`src/rtl/fpfa_pkg.sv`:
```
`timescale 1ns / 1ps

package fpfa_pkg;

  // Stream field widths
  localparam int MODE_W     = 2;
  localparam int PIDX_W     = 4;
  localparam int AMT_W      = 16;
  localparam int OUT_IDX_W  = 4;
  localparam int OUT_SIZE_W = 16;
  localparam int S_DATA_W   = 24;
  localparam int M_DATA_W   = 24;

  // Configuration port
  localparam int APB_ADDR_W = 3;
  localparam int APB_DATA_W = 32;
  localparam int POLICY_W   = 2;
  localparam int PIU_W      = 5;

  // Register index, taken from paddr[2]
  localparam logic REG_FIT_POLICY   = 1'b0;
  localparam logic REG_PARTS_IN_USE = 1'b1;

  // Item modes
  localparam logic [MODE_W-1:0] MODE_LOAD   = 2'd0;
  localparam logic [MODE_W-1:0] MODE_REQ    = 2'd1;
  localparam logic [MODE_W-1:0] MODE_REPORT = 2'd2;

  // Fit policies (unused code behaves as first fit)
  localparam logic [POLICY_W-1:0] POL_FIRST = 2'd0;
  localparam logic [POLICY_W-1:0] POL_BEST  = 2'd1;
  localparam logic [POLICY_W-1:0] POL_WORST = 2'd2;

  // Report listing limit
  localparam int RES_W = 5;
  localparam logic [RES_W-1:0] MAX_RESULTS = 5'd16;

  typedef enum logic [1:0] {
    ST_IDLE,
    ST_SCAN,
    ST_FINISH,
    ST_EMIT
  } state_t;

  // Table access strobes from the sequencer
  typedef struct packed {
    logic wr_en;
    logic rd_en;
    logic free_clr;
  } tbl_op_t;

  // Fit unit verdict
  typedef struct packed {
    logic fits;
    logic take;
  } fit_res_t;

endpackage

```
`src/rtl/fpfa_cfg.sv`:
```
`timescale 1ns / 1ps

module fpfa_cfg #(
  parameter int MAX_PARTITIONS = 16,
  localparam int CNT_W = $clog2(MAX_PARTITIONS + 1)
) (
  input  logic                              clk,
  input  logic                              rst,
  input  logic                              psel,
  input  logic                              penable,
  input  logic                              pwrite,
  input  logic [fpfa_pkg::APB_ADDR_W-1:0]   paddr,
  input  logic [fpfa_pkg::APB_DATA_W-1:0]   pwdata,
  output logic [fpfa_pkg::APB_DATA_W-1:0]   prdata,
  output logic                              pready,
  output logic [fpfa_pkg::POLICY_W-1:0]     policy,
  output logic [CNT_W-1:0]                  active_n
);

  localparam int CW = (CNT_W > fpfa_pkg::PIU_W) ? CNT_W : fpfa_pkg::PIU_W;

  logic                         wr;
  logic [fpfa_pkg::PIU_W-1:0]   parts_in_use;
  logic [CW-1:0]                piu_w;

  assign pready = 1'b1;
  assign wr     = psel && penable && pwrite && pready;

  // Register writes
  always_ff @(posedge clk) begin
    if (rst) begin
      policy       <= fpfa_pkg::POL_FIRST;
      parts_in_use <= '0;
    end else if (wr) begin
      case (paddr[2])
        fpfa_pkg::REG_FIT_POLICY:   policy       <= pwdata[fpfa_pkg::POLICY_W-1:0];
        fpfa_pkg::REG_PARTS_IN_USE: parts_in_use <= pwdata[fpfa_pkg::PIU_W-1:0];
        default: ;
      endcase
    end
  end

  // Read back
  always_comb begin
    case (paddr[2])
      fpfa_pkg::REG_FIT_POLICY:   prdata = fpfa_pkg::APB_DATA_W'(policy);
      fpfa_pkg::REG_PARTS_IN_USE: prdata = fpfa_pkg::APB_DATA_W'(parts_in_use);
      default:                    prdata = '0;
    endcase
  end

  // Entry count clamped to the table depth
  assign piu_w    = CW'(parts_in_use);
  assign active_n = (piu_w > CW'(MAX_PARTITIONS)) ? CNT_W'(MAX_PARTITIONS) : CNT_W'(piu_w);

endmodule

```
`src/rtl/fpfa_table.sv`:
```
`timescale 1ns / 1ps

module fpfa_table #(
  parameter int MAX_PARTITIONS = 16,
  parameter int SIZE_BITS      = 16,
  localparam int IDX_W = $clog2(MAX_PARTITIONS)
) (
  input  logic                    clk,
  input  logic                    rst,
  input  fpfa_pkg::tbl_op_t       op,
  input  logic [IDX_W-1:0]        waddr,
  input  logic [SIZE_BITS-1:0]    wdata,
  input  logic [IDX_W-1:0]        raddr,
  input  logic [IDX_W-1:0]        clr_addr,
  output logic [SIZE_BITS-1:0]    rdata,
  output logic                    free_rd
);

  logic [SIZE_BITS-1:0]      size_mem [MAX_PARTITIONS];
  logic [MAX_PARTITIONS-1:0] free_q;

  // Size store, one write and one registered read port
  always_ff @(posedge clk) begin
    if (op.wr_en) begin
      size_mem[waddr] <= wdata;
    end
    if (op.rd_en) begin
      rdata <= size_mem[raddr];
    end
  end

  // Free flags: set on load, cleared on grant
  always_ff @(posedge clk) begin
    if (rst) begin
      free_q <= '0;
    end else begin
      if (op.wr_en) begin
        free_q[waddr] <= 1'b1;
      end
      if (op.free_clr) begin
        free_q[clr_addr] <= 1'b0;
      end
    end
  end

  assign free_rd = free_q[raddr];

endmodule

```
`src/rtl/fpfa_fit.sv`:
```
`timescale 1ns / 1ps

module fpfa_fit #(
  parameter int SIZE_BITS = 16
) (
  input  logic [fpfa_pkg::POLICY_W-1:0] policy,
  input  logic [SIZE_BITS-1:0]          req,
  input  logic [SIZE_BITS-1:0]          cand,
  input  logic                          best_vld,
  input  logic [SIZE_BITS-1:0]          best_size,
  output fpfa_pkg::fit_res_t            res
);

  // Shared comparator: fit test plus policy-specific improvement test.
  // Strict compares keep the lowest index on ties.
  always_comb begin
    res.fits = (cand >= req);
    case (policy)
      fpfa_pkg::POL_WORST: res.take = !best_vld || (cand > best_size);
      fpfa_pkg::POL_BEST:  res.take = res.fits && (!best_vld || (cand < best_size));
      default:             res.take = res.fits && !best_vld;
    endcase
  end

endmodule

```
`src/rtl/fpfa_seq.sv`:
```
`timescale 1ns / 1ps

module fpfa_seq #(
  parameter int MAX_PARTITIONS = 16,
  parameter int SIZE_BITS      = 16,
  localparam int IDX_W = $clog2(MAX_PARTITIONS),
  localparam int CNT_W = $clog2(MAX_PARTITIONS + 1)
) (
  input  logic                              clk,
  input  logic                              rst,
  // input stream
  input  logic                              s_tvalid,
  output logic                              s_tready,
  input  logic [fpfa_pkg::S_DATA_W-1:0]     s_tdata,
  input  logic [fpfa_pkg::MODE_W-1:0]       s_tuser,
  // result stream
  output logic                              m_tvalid,
  input  logic                              m_tready,
  output logic [fpfa_pkg::M_DATA_W-1:0]     m_tdata,
  output logic                              m_tlast,
  // configuration
  input  logic [fpfa_pkg::POLICY_W-1:0]     policy,
  input  logic [CNT_W-1:0]                  active_n,
  // table
  output fpfa_pkg::tbl_op_t                 tbl_op,
  output logic [IDX_W-1:0]                  waddr,
  output logic [SIZE_BITS-1:0]              wdata,
  output logic [IDX_W-1:0]                  raddr,
  output logic [IDX_W-1:0]                  clr_addr,
  input  logic [SIZE_BITS-1:0]              rdata,
  input  logic                              free_rd
);

  localparam int PW = (IDX_W > fpfa_pkg::PIDX_W) ? IDX_W : fpfa_pkg::PIDX_W;
  localparam int PAD_W = fpfa_pkg::M_DATA_W - 1 - fpfa_pkg::OUT_IDX_W - fpfa_pkg::OUT_SIZE_W;

  fpfa_pkg::state_t state, state_next;

  logic [fpfa_pkg::MODE_W-1:0]   mode_in;
  logic [fpfa_pkg::PIDX_W-1:0]   pidx_in;
  logic [fpfa_pkg::AMT_W-1:0]    amt_in;
  logic [PW-1:0]                 pidx_w;
  logic [SIZE_BITS-1:0]          amt_cut;
  logic                          in_range;
  logic                          accept;

  logic [fpfa_pkg::MODE_W-1:0]   mode_r;
  logic [SIZE_BITS-1:0]          req;
  logic [CNT_W-1:0]              cnt;
  logic                          eval_vld;
  logic [IDX_W-1:0]              eval_idx;
  logic                          eval_free;
  logic                          pick_vld;
  logic [IDX_W-1:0]              pick_idx;
  logic [SIZE_BITS-1:0]          pick_size;
  logic [fpfa_pkg::RES_W-1:0]    rep_k;

  logic                          res_found;
  logic [fpfa_pkg::OUT_IDX_W-1:0]  res_idx;
  logic [fpfa_pkg::OUT_SIZE_W-1:0] res_size;

  logic                          out_found;
  logic [fpfa_pkg::OUT_IDX_W-1:0]  out_idx;
  logic [fpfa_pkg::OUT_SIZE_W-1:0] out_size;

  logic                          out_load;
  logic                          ld_found;
  logic [fpfa_pkg::OUT_IDX_W-1:0]  ld_idx;
  logic [fpfa_pkg::OUT_SIZE_W-1:0] ld_size;
  logic                          ld_last;

  logic                          out_busy;
  logic                          report_hit;
  logic                          stall;
  logic                          adv;
  logic                          issue;
  logic                          scan_end;
  logic                          pick_upd;
  logic                          grant;
  logic                          fin_ok;
  logic [SIZE_BITS-1:0]          cand;
  fpfa_pkg::fit_res_t            fit;

  // Input unpacking
  assign mode_in  = s_tuser;
  assign pidx_in  = s_tdata[fpfa_pkg::PIDX_W-1:0];
  assign amt_in   = s_tdata[fpfa_pkg::PIDX_W +: fpfa_pkg::AMT_W];
  assign pidx_w   = PW'(pidx_in);
  assign amt_cut  = SIZE_BITS'(amt_in);
  assign in_range = (32'(pidx_in) < 32'(MAX_PARTITIONS));
  assign accept   = s_tvalid && s_tready;

  // Shared compare unit: scans table data, then rechecks the worst-fit pick
  assign cand = (state == fpfa_pkg::ST_FINISH) ? pick_size : rdata;

  fpfa_fit #(
    .SIZE_BITS (SIZE_BITS)
  ) u_fit (
    .policy    (policy),
    .req       (req),
    .cand      (cand),
    .best_vld  (pick_vld),
    .best_size (pick_size),
    .res       (fit)
  );

  // Scan control
  assign out_busy   = m_tvalid && !m_tready;
  assign report_hit = eval_vld && (mode_r == fpfa_pkg::MODE_REPORT) && eval_free &&
                      (rep_k < fpfa_pkg::MAX_RESULTS);
  assign stall      = (state == fpfa_pkg::ST_SCAN) && report_hit && pick_vld && out_busy;
  assign adv        = (state == fpfa_pkg::ST_SCAN) && !stall;
  assign issue      = adv && (cnt != active_n);
  assign scan_end   = (state == fpfa_pkg::ST_SCAN) && (cnt == active_n) && !eval_vld;
  assign pick_upd   = adv && (report_hit ||
                      (eval_vld && (mode_r == fpfa_pkg::MODE_REQ) && eval_free && fit.take));
  assign grant      = pick_vld && ((policy != fpfa_pkg::POL_WORST) || fit.fits);
  assign fin_ok     = (mode_r == fpfa_pkg::MODE_REQ) ? grant : pick_vld;

  // Table addressing
  assign waddr    = pidx_w[IDX_W-1:0];
  assign wdata    = amt_cut;
  assign raddr    = cnt[IDX_W-1:0];
  assign clr_addr = pick_idx;

  // Next state
  always_comb begin
    state_next = state;
    case (state)
      fpfa_pkg::ST_IDLE: begin
        if (s_tvalid) begin
          case (mode_in)
            fpfa_pkg::MODE_REQ,
            fpfa_pkg::MODE_REPORT: state_next = fpfa_pkg::ST_SCAN;
            default:               state_next = fpfa_pkg::ST_EMIT;
          endcase
        end
      end
      fpfa_pkg::ST_SCAN: begin
        if (scan_end) begin
          state_next = fpfa_pkg::ST_FINISH;
        end
      end
      fpfa_pkg::ST_FINISH: state_next = fpfa_pkg::ST_EMIT;
      fpfa_pkg::ST_EMIT: begin
        if (!out_busy) begin
          state_next = fpfa_pkg::ST_IDLE;
        end
      end
      default: state_next = fpfa_pkg::ST_IDLE;
    endcase
  end

  // State outputs
  always_comb begin
    s_tready        = 1'b0;
    tbl_op          = '0;
    out_load        = 1'b0;
    ld_found        = res_found;
    ld_idx          = res_idx;
    ld_size         = res_size;
    ld_last         = 1'b1;
    case (state)
      fpfa_pkg::ST_IDLE: begin
        s_tready     = 1'b1;
        tbl_op.wr_en = s_tvalid && (mode_in == fpfa_pkg::MODE_LOAD) && in_range;
      end
      fpfa_pkg::ST_SCAN: begin
        tbl_op.rd_en = issue;
        // a new free entry pushes the held one out, not yet marked last
        if (adv && report_hit && pick_vld) begin
          out_load = 1'b1;
          ld_found = 1'b1;
          ld_idx   = fpfa_pkg::OUT_IDX_W'(pick_idx);
          ld_size  = fpfa_pkg::OUT_SIZE_W'(pick_size);
          ld_last  = 1'b0;
        end
      end
      fpfa_pkg::ST_FINISH: begin
        tbl_op.free_clr = (mode_r == fpfa_pkg::MODE_REQ) && grant;
      end
      fpfa_pkg::ST_EMIT: begin
        out_load = !out_busy;
      end
      default: ;
    endcase
  end

  // Control registers
  always_ff @(posedge clk) begin
    if (rst) begin
      state    <= fpfa_pkg::ST_IDLE;
      m_tvalid <= 1'b0;
      cnt      <= '0;
      eval_vld <= 1'b0;
      pick_vld <= 1'b0;
      rep_k    <= '0;
    end else begin
      state <= state_next;
      if (out_load) begin
        m_tvalid <= 1'b1;
      end else if (m_tready) begin
        m_tvalid <= 1'b0;
      end
      if (accept) begin
        cnt      <= '0;
        eval_vld <= 1'b0;
        pick_vld <= 1'b0;
        rep_k    <= '0;
      end else if (adv) begin
        eval_vld <= issue;
        if (issue) begin
          cnt <= CNT_W'(cnt + 1'b1);
        end
        if (pick_upd) begin
          pick_vld <= 1'b1;
          if (mode_r == fpfa_pkg::MODE_REPORT) begin
            rep_k <= fpfa_pkg::RES_W'(rep_k + 1'b1);
          end
        end
      end
    end
  end

  // Payload registers
  always_ff @(posedge clk) begin
    if (accept) begin
      mode_r <= mode_in;
      req    <= amt_cut;
      if ((mode_in == fpfa_pkg::MODE_LOAD) && in_range) begin
        res_found <= 1'b1;
        res_idx   <= pidx_in;
        res_size  <= fpfa_pkg::OUT_SIZE_W'(amt_cut);
      end else if (mode_in == fpfa_pkg::MODE_LOAD) begin
        res_found <= 1'b0;
        res_idx   <= pidx_in;
        res_size  <= '0;
      end else begin
        res_found <= 1'b0;
        res_idx   <= '0;
        res_size  <= '0;
      end
    end
    if (issue) begin
      eval_idx  <= cnt[IDX_W-1:0];
      eval_free <= free_rd;
    end
    if (pick_upd) begin
      pick_idx  <= eval_idx;
      pick_size <= rdata;
    end
    if (state == fpfa_pkg::ST_FINISH) begin
      res_found <= fin_ok;
      res_idx   <= fin_ok ? fpfa_pkg::OUT_IDX_W'(pick_idx) : '0;
      res_size  <= fin_ok ? fpfa_pkg::OUT_SIZE_W'(pick_size) : '0;
    end
    if (out_load) begin
      out_found <= ld_found;
      out_idx   <= ld_idx;
      out_size  <= ld_size;
      m_tlast   <= ld_last;
    end
  end

  assign m_tdata = {{PAD_W{1'b0}}, out_size, out_idx, out_found};

endmodule

```
`src/rtl/fixed_partition_fit_allocator.sv`:
```
`timescale 1ns / 1ps

// Fixed-partition allocator: a table of MAX_PARTITIONS partition sizes with
// free flags (none free after reset). Each input transaction is a load
// (write a size, mark it free), a request (grant one free partition under
// the first, best or worst fit policy and mark it used) or a report (list the
// free partitions in index order, at most sixteen, tlast on the final one).
// Every item gives at least one result. A single comparator walks the
// table one entry per cycle while no report result stalls on the output; a
// request or report scans the active entries, then settles its pick and
// offers its last result, and a load or an unused mode offers its result
// directly. The next item is taken only once that last result is in the
// output register. s_tready is high only between items, while the last
// result may still wait in the output register.
module fixed_partition_fit_allocator #(
  parameter int MAX_PARTITIONS = 16,
  parameter int SIZE_BITS      = 16
) (
  input  logic                              clk,
  input  logic                              rst,
  // input items
  input  logic                              s_tvalid,
  output logic                              s_tready,
  input  logic [fpfa_pkg::S_DATA_W-1:0]     s_tdata,   // partition_index[3:0], amount[19:4]
  input  logic [fpfa_pkg::MODE_W-1:0]       s_tuser,   // mode[1:0]
  // results
  output logic                              m_tvalid,
  input  logic                              m_tready,
  output logic [fpfa_pkg::M_DATA_W-1:0]     m_tdata,   // found[0], chosen_index[4:1],
                                                       // chosen_size[20:5]
  output logic                              m_tlast,
  // configuration
  input  logic                              psel,
  input  logic                              penable,
  input  logic                              pwrite,
  input  logic [fpfa_pkg::APB_ADDR_W-1:0]   paddr,
  input  logic [fpfa_pkg::APB_DATA_W-1:0]   pwdata,
  output logic [fpfa_pkg::APB_DATA_W-1:0]   prdata,
  output logic                              pready
);

  localparam int IDX_W = $clog2(MAX_PARTITIONS);
  localparam int CNT_W = $clog2(MAX_PARTITIONS + 1);

  logic [fpfa_pkg::POLICY_W-1:0] policy;
  logic [CNT_W-1:0]              active_n;
  fpfa_pkg::tbl_op_t             tbl_op;
  logic [IDX_W-1:0]              waddr;
  logic [SIZE_BITS-1:0]          wdata;
  logic [IDX_W-1:0]              raddr;
  logic [IDX_W-1:0]              clr_addr;
  logic [SIZE_BITS-1:0]          rdata;
  logic                          free_rd;

  fpfa_cfg #(
    .MAX_PARTITIONS (MAX_PARTITIONS)
  ) u_cfg (
    .clk      (clk),
    .rst      (rst),
    .psel     (psel),
    .penable  (penable),
    .pwrite   (pwrite),
    .paddr    (paddr),
    .pwdata   (pwdata),
    .prdata   (prdata),
    .pready   (pready),
    .policy   (policy),
    .active_n (active_n)
  );

  fpfa_table #(
    .MAX_PARTITIONS (MAX_PARTITIONS),
    .SIZE_BITS      (SIZE_BITS)
  ) u_table (
    .clk      (clk),
    .rst      (rst),
    .op       (tbl_op),
    .waddr    (waddr),
    .wdata    (wdata),
    .raddr    (raddr),
    .clr_addr (clr_addr),
    .rdata    (rdata),
    .free_rd  (free_rd)
  );

  fpfa_seq #(
    .MAX_PARTITIONS (MAX_PARTITIONS),
    .SIZE_BITS      (SIZE_BITS)
  ) u_seq (
    .clk      (clk),
    .rst      (rst),
    .s_tvalid (s_tvalid),
    .s_tready (s_tready),
    .s_tdata  (s_tdata),
    .s_tuser  (s_tuser),
    .m_tvalid (m_tvalid),
    .m_tready (m_tready),
    .m_tdata  (m_tdata),
    .m_tlast  (m_tlast),
    .policy   (policy),
    .active_n (active_n),
    .tbl_op   (tbl_op),
    .waddr    (waddr),
    .wdata    (wdata),
    .raddr    (raddr),
    .clr_addr (clr_addr),
    .rdata    (rdata),
    .free_rd  (free_rd)
  );

endmodule

```
`config.mk`:
```
export PLATFORM = sky130hd
export DESIGN_NAME = fixed_partition_fit_allocator
export DESIGN_NICKNAME = d
export VERILOG_FILES = /design/src/rtl/fpfa_pkg.sv /design/src/rtl/fpfa_cfg.sv /design/src/rtl/fpfa_table.sv /design/src/rtl/fpfa_fit.sv /design/src/rtl/fpfa_seq.sv /design/src/rtl/fixed_partition_fit_allocator.sv
export SDC_FILE = /design/constraint.sdc
export NUM_CORES = 1
export LEC_CHECK = 0
export BUFFER_PORTS_ARGS = -buffer_cell sky130_fd_sc_hd__buf_2
export CORE_MARGIN = 8
export CORE_UTILIZATION = 45
export DETAILED_ROUTE_END_ITERATION = 10
export HOLD_SLACK_MARGIN = 0.06
export PLACE_DENSITY_LB_ADDON = 0.25
export SETUP_SLACK_MARGIN = 0.05
export SLEW_MARGIN = 20
export SYNTH_ARGS = -nofsm -noshare
export SYNTH_HDL_FRONTEND = slang
export SYNTH_SLANG_ARGS = --single-unit
```
`constraint.sdc`:
```
create_clock -name clk -period 6.3 [get_ports clk]
set_input_delay 1.26 -clock clk [delete_from_list [all_inputs] [get_ports clk]]
set_output_delay 1.26 -clock clk [all_outputs]
set_load 0.01 [all_outputs]
```
---- Word level (Yosys, flattened, before mapping) ----
Memories as Yosys holds them, arrays and structs flattened. A register that Yosys moved wholly into a read port is not among the register bits.
Index checks and enable logic that the tools add are counted.
Widths: inputs -> output; s select.
word-level totals
  output and inout bits ................... 60
  word-level logic and storage cells ...... 149
  bits of input ports ..................... 68
  memory bits (writable) .................. 256
  bits in registers ....................... 124
  memories kept ........................... 1
memory list
  memory            words  bits a word  read ports  clocked after Yosys merged registers in  write ports  RTL line          text
  u_table.size_mem  16     16           1           1                                        1            fpfa_table.sv:19  logic [SIZE_BITS-1:0] size_mem [MAX_PARTITIONS];
operators by class
  muxes and demuxes ....................... 47
  bitwise logic cells ..................... 4
  reductions and logical operators ........ 48
  magnitude comparators ................... 10
  eq/ne operators ......................... 15
  add/sub/neg operators ................... 2
operators by type and width
  cell                 count
  $mux 16              10
  $pmux 32 s2          1
  $logic_and 1x1->1    27
  $mux 4               6
  $mux 1               19
  $and 16x16->16       1
  $ge 16x16->1         1
  $gt 16x16->1         1
  $lt 16x16->1         1
  $not 16->16          1
  $or 16x16->16        1
  $lt 4x5->1 const B   3
  $add 5x1->5 const B  2
  $eq 2x2->1 const B   5
  $demux 1 s4          2
  $eq 2x1->1 const B   4
  $ge 4x1->1 const B   2
  $mux 2               4
  $pmux 2 s4           1
  $reduce_and 2->1     4
  $ne 2x2->1 const B   3
  $reduce_and 3->1     2
  $eq 5x5->1           1
  $gt 5x5->1 const B   1
  other kinds (12)     23

---- Depth between registers and ports, before layout ----
  depth after elaboration ................. 14
  gate-level depth with buffers ........... 13
  depth with buffers taken out ............ 10

---- Cells and area by module ----
A second synthesis with hierarchy kept.
unflattened totals
  cells, all modules ...................... 992
  area, all modules ....................... 16,936.2 sq um
by module, submodules not included
  module      cells an instance  area an instance (sq um)  times used  seq. area each (sq um)
  fpfa_table  509                10,943.0                  1           8,488.1
  fpfa_seq    294                4,518.1                   1           2,882.8
  fpfa_fit    119                864.6                     1           0.0
  fpfa_cfg    70                 610.6                     1           140.1

---- Worst setup path before layout ----
Ideal clock, no wire load.
  path type ............................... register to register
  start point ............................. reg u_seq.state[0]
  end point ............................... reg u_seq.pick_idx[0], in the netlist u_seq.clr_addr[0] (enable)
  arrival time ............................ 3.772 ns
  required time ........................... 5.893 ns
  clock period less this slack ............ 4.179 ns
  buffers on the path ..................... 2
  cell stages (with the launch flop) ...... 13
  library setup time ...................... 0.407 ns
  path slack .............................. 2.121 ns
  cell sequence ........................... dfxtp_1 > inv_1 > ha_1 > clkbuf_1 > clkbuf_1 > mux2_2 > ha_1 > nand2_1 > nor3_1 > a21oi_1 > o211ai_1 > nor3b_1 > a2bb2oi_1
between the ends
  longest elaborated chain between the ends .. 9
  elaborated cells on any way between the ends .. 19
  classes of those cells .................. order compare (3); eq/ne (2); mux (2); reduce/logical (12)
ends and longest elaborated chain
  element                 RTL line         text
  start, declared         fpfa_seq.sv:37   fpfa_pkg::state_t state, state_next;
  start signal, assigned  fpfa_seq.sv:192  state <= fpfa_pkg::ST_IDLE;
  start signal, assigned  fpfa_seq.sv:199  state <= state_next;
  $eq 2x2->1              fpfa_seq.sv:94   assign cand = (state == fpfa_pkg::ST_FINISH) ? pick_size : rdata;
  $mux 16                 fpfa_seq.sv:94
  $lt 16x16->1            fpfa_fit.sv:20   fpfa_pkg::POL_BEST: res.take = res.fits && (!best_vld || (cand < best_size));
  $logic_or 1x1->1        fpfa_fit.sv:20
  $logic_and 1x1->1       fpfa_fit.sv:20
  $pmux 1 s2              fpfa_fit.sv:18   case (policy)
  $logic_and 1x1->1       fpfa_seq.sv:116  (eval_vld && (mode_r == fpfa_pkg::MODE_REQ) && eval_free && fit.take));
  $logic_or 1x1->1        fpfa_seq.sv:115  assign pick_upd = adv && (report_hit ||
  $logic_and 1x1->1 *     fpfa_seq.sv:115
  end signal, assigned    fpfa_seq.sv:249  pick_idx <= eval_idx;
  end, declared           fpfa_seq.sv:54   logic [IDX_W-1:0] pick_idx;
Mark *: on every way between the ends. The rest lies on a longest branch, timed or not.
A chain may end at the register's enable or synchronous reset.

---- Worst setup path after layout ----
  start point ............................. reg u_seq.state[0]
  end point ............................... reg u_seq.pick_size[14] (enable)
between the ends
  longest elaborated chain between the ends .. 9
  elaborated cells on any way between the ends .. 19
  classes of those cells .................. order compare (3); eq/ne (2); mux (2); reduce/logical (12)
ends and longest elaborated chain
  element               RTL line         text
  $eq 2x2->1            fpfa_seq.sv:94
  $mux 16               fpfa_seq.sv:94
  $lt 16x16->1          fpfa_fit.sv:20
  $logic_or 1x1->1      fpfa_fit.sv:20
  $logic_and 1x1->1     fpfa_fit.sv:20
  $pmux 1 s2            fpfa_fit.sv:18
  $logic_and 1x1->1     fpfa_seq.sv:116
  $logic_or 1x1->1      fpfa_seq.sv:115
  $logic_and 1x1->1 *   fpfa_seq.sv:115
  end signal, assigned  fpfa_seq.sv:250  pick_size <= rdata;
  end, declared         fpfa_seq.sv:55   logic [SIZE_BITS-1:0] pick_size;
Marked as above.

==> impl.org <==
** Job
- # Max-Cap Violations :: 0

** Synth
- Commonest cells in the netlist :: sky130_fd_sc_hd__edfxtp_1 (358), sky130_fd_sc_hd__mux4_2 (85), sky130_fd_sc_hd__nor2_1 (58)
- The top cell type by area accounts for roughly 66% of the synthesized area.
- Netlist area before placement :: between 15,000 and 20,000 sq um
- Counting flops with an async set or reset pin after synthesis yields a share of 0%.
- By instance count, the leading cell after synthesis is sky130_fd_sc_hd__edfxtp_1.
- Yosys warnings :: 0
- After synthesis, flip-flops and latches occupy between 70% and 80% of the total area.
- Library cell occupying the most area in the post-synthesis netlist :: sky130_fd_sc_hd__edfxtp_1
- Mean Syn Cell Area :: 17.7 sq um
- Number of library cell types mapped by synthesis :: 54
- The most used flip-flop cell after synthesis is sky130_fd_sc_hd__edfxtp_1.
- Synthesis produced approximately 900 cells.
- Number of flops mapped to enable cells by yosys :: ~360
- After synthesis the netlist holds a flip-flop and latch count of about 400.
- Sorting the synthesized cells by area gives the leading types as sky130_fd_sc_hd__edfxtp_1 (66%), sky130_fd_sc_hd__mux4_2 (12%), sky130_fd_sc_hd__dfxtp_1 (4.7%).

** Timing
- For the final database, setup skew stands at between 0.009 and 0.01 ns.
- Final hold violation count :: 0
- At the pin with the least slew margin, the transition time is roughly 1.1 ns.
- The final count of pins violating max slew was 0.
- Total Neg Setup Slack :: 0 ns
- Clock period minus final worst setup slack :: 4.02 ns
- Derived from the worst setup path, the maximum achievable clock frequency is 249 MHz.
- After layout, the worst setup slack is roughly 2.3 ns.
- Number of endpoints failing setup at the final stage :: 0
- Measured against its own limit, the worst slew margin works out to 29.1%.
- Setup repair after global routing left no endpoint under its margin.
- Final worst hold slack :: 0.422 ns
- Share of the cycle needed by the critical path after routing :: a little under two thirds

** Worst setup path
- The worst setup path is launched from a register.
- For the worst flop-to-flop path, the logic depth is 12.
- STA classifies the critical path endpoint as a register.
- Type of the worst setup path :: register to register
- Worst-path cell with the longest stage delay :: sky130_fd_sc_hd__ha_1
- CP max stage delay :: ~0.6 ns
- Along the worst path, the maximum fanout reaches 20.
- Arrival time reported for the critical path endpoint :: 4.22 ns
- Required time of the critical path :: 6.50 ns
- Critical path, cell by cell :: inv_1 > ha_1 > buf_4 > mux2_2 > ha_1 > nand2_1 > nor2_1 > nand4_1 > o211ai_1 > nor3b_1 > a2bb2oi_2 > buf_4

** Power
- Max rail drop VDD :: ~0.18 mV
- Power comes to 6.02 mW.
- Power per cell area :: ~330 nW/um^2
- Int Power :: approximately 4.6 mW
- Static leakage power :: about 6.3 nW
- Sequential cell fraction of total power :: between 50% and 60%
- The share of total power dissipated in combinational logic is about 11%.
- Net switching is roughly a quarter of the power.
- Net switching power :: roughly 1.4 mW
- Proportion of power drawn by the clock network :: 37.2%

** Routing
- Post-Route WL :: 32.3 mm
- Summed over all nets, wire length on met3 after detailed routing comes to 1.87 mm.
- Summing over every cut layer, the via total after detailed routing is about 8,100.
- After detailed routing, the met2 layer carries between 15 and 20 mm of wire.
- Number of violations reported at the end of detailed-routing iteration 0 :: approximately 600
- Total iterations of the first detailed-routing run :: 5
- DRC errors left :: 0
- Post-detailed-route count of antenna-violating nets :: 0
- Total routed wire length on the met1 layer :: around 14 mm
- After detailed routing, the average wire length per cell comes to between 20 and 25 um.
- Top layer used by detailed routing :: met4
- Per-cell via count in the routed design :: ~5.4

** Status
- The flow ran to the end, and the final reports show no timing, DRC or antenna violations.

** Hold path
- Worst hold path cell count :: 0
- The path class of the tightest hold or removal check is register to register.

** Clocking
- Hold repair after CTS inserted 0 buffers.
- H-Tree Level Count :: 2
- The clock drives just under 400 sinks.
- TritonCTS built the clock tree.
- At the later pin of the worst-skew pair, clock insertion delay measures 0.53 ns.
- Post-CTS timing repair inserted 0 buffers for setup.
- CTS buffer count :: 42
- The tree is rooted in a sky130_fd_sc_hd__clkbuf_16.
- After clock tree synthesis, the repair step resized 0 gates.
- Clock slew seen by the registers of the worst setup and hold paths :: 0.06 ns
- Maximum clock path buffer count :: 3

** Global route
- Initial antenna violation count :: 0
- The via count of the first global-routing pass came to between 8,000 and 9,000.
- Global routing used 15.2% of the available tracks.
- The first global-routing pass estimated a little under 50 mm of wire.
- Total gr overflow :: 0
- Largest net degree at the start of global routing :: 70

** Floorplanning
- The region available for standard cell placement spans approximately 36,000 sq um.
- The floorplan step set the die width to ~210 um.
- Die Span Y :: between 200 and 250 um
- Number of top-level design ports :: between 100 and 150
- For this configuration, the core starts out at a cell density of ~46%.
- Row generation in the floorplan step produced 69 rows.
- The die covers ~43,000 sq um.

** Place
- Post-place setup slack :: about 2.3 ns
- During placement, the flow inserted port buffers numbering 63.
- The wire-length estimate of the detail-placed layout is between 20 and 25 mm.
- Placer's final routability congestion estimate :: about 0.79

** Finish
- Fraction of layout instances using a drive strength above 1 :: between 20% and 30%
- Counting the fill cells in the layout gives 2,893.
- Post-layout utilization of the core :: ~52%
- Post-layout nets :: ~1,100
- Area grow syn2layout :: 12.8%
- The number of antenna diodes in the final layout is 0.
cell usage in the layout, fill, tap and decap left out, drive strengths merged, types with 22 or more instances in the layout:
cell type  netlist  routed
nor2            58      58
mux2            22      22
buf             48      87
nand2           32      32
a211oi          23      23
ha              39      39
edfxtp         358     358
conb             2      31
mux4            85      85
clkbuf          22      54
inv             39      41
dfxtp           38      38
o21ai           22      22
worst max-delay path: cells and delay by family (launching register included):
kind	cells	cell delay, ns
muxes	1	0.36
DFF	1	0.34
buffers and inverters	3	0.67
AOI/OAI and AO/OA	2	0.54
adders and majority gates	2	0.90
and+or+nand+nor	4	0.86
state kept, by name (all words and copies together) (netlist names), 2 cells and up:
name                cells
u_seq.out_size         16
u_seq.rep_k             5
u_seq.cnt               5
u_seq.clr_addr          4
u_cfg.policy            2
u_cfg.parts_in_use      5
u_seq.mode_r            2
u_seq.pick_size        16
u_seq.state             2
u_table.free_q         16
u_seq.eval_idx          4
u_seq.res_idx           4
u_table.size_mem      256
u_table.rdata          16
u_seq.out_idx           4
u_seq.req              16
u_seq.res_size         16
layout make-up:
type | instances | area, sq um | area share (%)
Tap cell | 461 | 577 | 3.13
Clock inverter | 24 | 154 | 0.835
Clock buffer | 54 | 1100 | 5.95
Inverter | 39 | 146 | 0.795
Timing Repair Buffer | 87 | 495 | 2.69
Multi-Input combinational cell | 446 | 4440 | 24.1
Sequential cell | 396 | 11500 | 62.5
logic make-up (layout without fill, tap and decap cells):
logic type | Yosys count | in the layout | synth area share [%]
AOI/OAI and AO/OA | 99 | 99 | 4.23
DFF | 396 | 396 | 70.5
and+or+nand+nor | 148 | 148 | 4.35
muxes | 119 | 119 | 14.0
other | 2 | 31 | 0.0460
buffers and inverters | 109 | 204 | 3.42
xor gates and xnor gates | 10 | 10 | 0.536
adders and majority gates | 39 | 39 | 2.99
per-layer routing:
metal / vias up / track usage, %
li1: 3742 / -
met1: 4093 / 21.0
met2: 230 / 24.4
met3: 56 / 2.64
met4: 0 / 5.04
met5: - / 0
per-stage QoR:
step,cell area (sq um),instances
final,18400,1507
after global routing,18400,1507
after CTS,18400,1507
after detailed placement,17200,1429
after global placement,17200,1429
after floorplan,16400,951
power groups by stage:
stage	Sequential (mW)	Clock [mW]	Combinational, mW
3_5_place_dp	3.17	0	0.675
4_1_cts	3.12	2.30	0.679
3_3_place_gp	3.17	0	0.664
2_1_floorplan	3.16	0	0.487
6_report	3.12	2.24	0.664
5_1_grt	3.13	2.40	0.749
final timing paths:
kind	slack, ns	from	end
max	2.28	u_seq.state[0]	u_seq.pick_size[14]
max reg2reg	2.28	u_seq.state[0]	u_seq.pick_size[14]
min	0.42	u_seq.eval_idx[2]	u_seq.clr_addr[2]
min reg2reg	0.42	u_seq.eval_idx[2]	u_seq.clr_addr[2]
No activity file was read; power rests on OpenSTA's default activity.
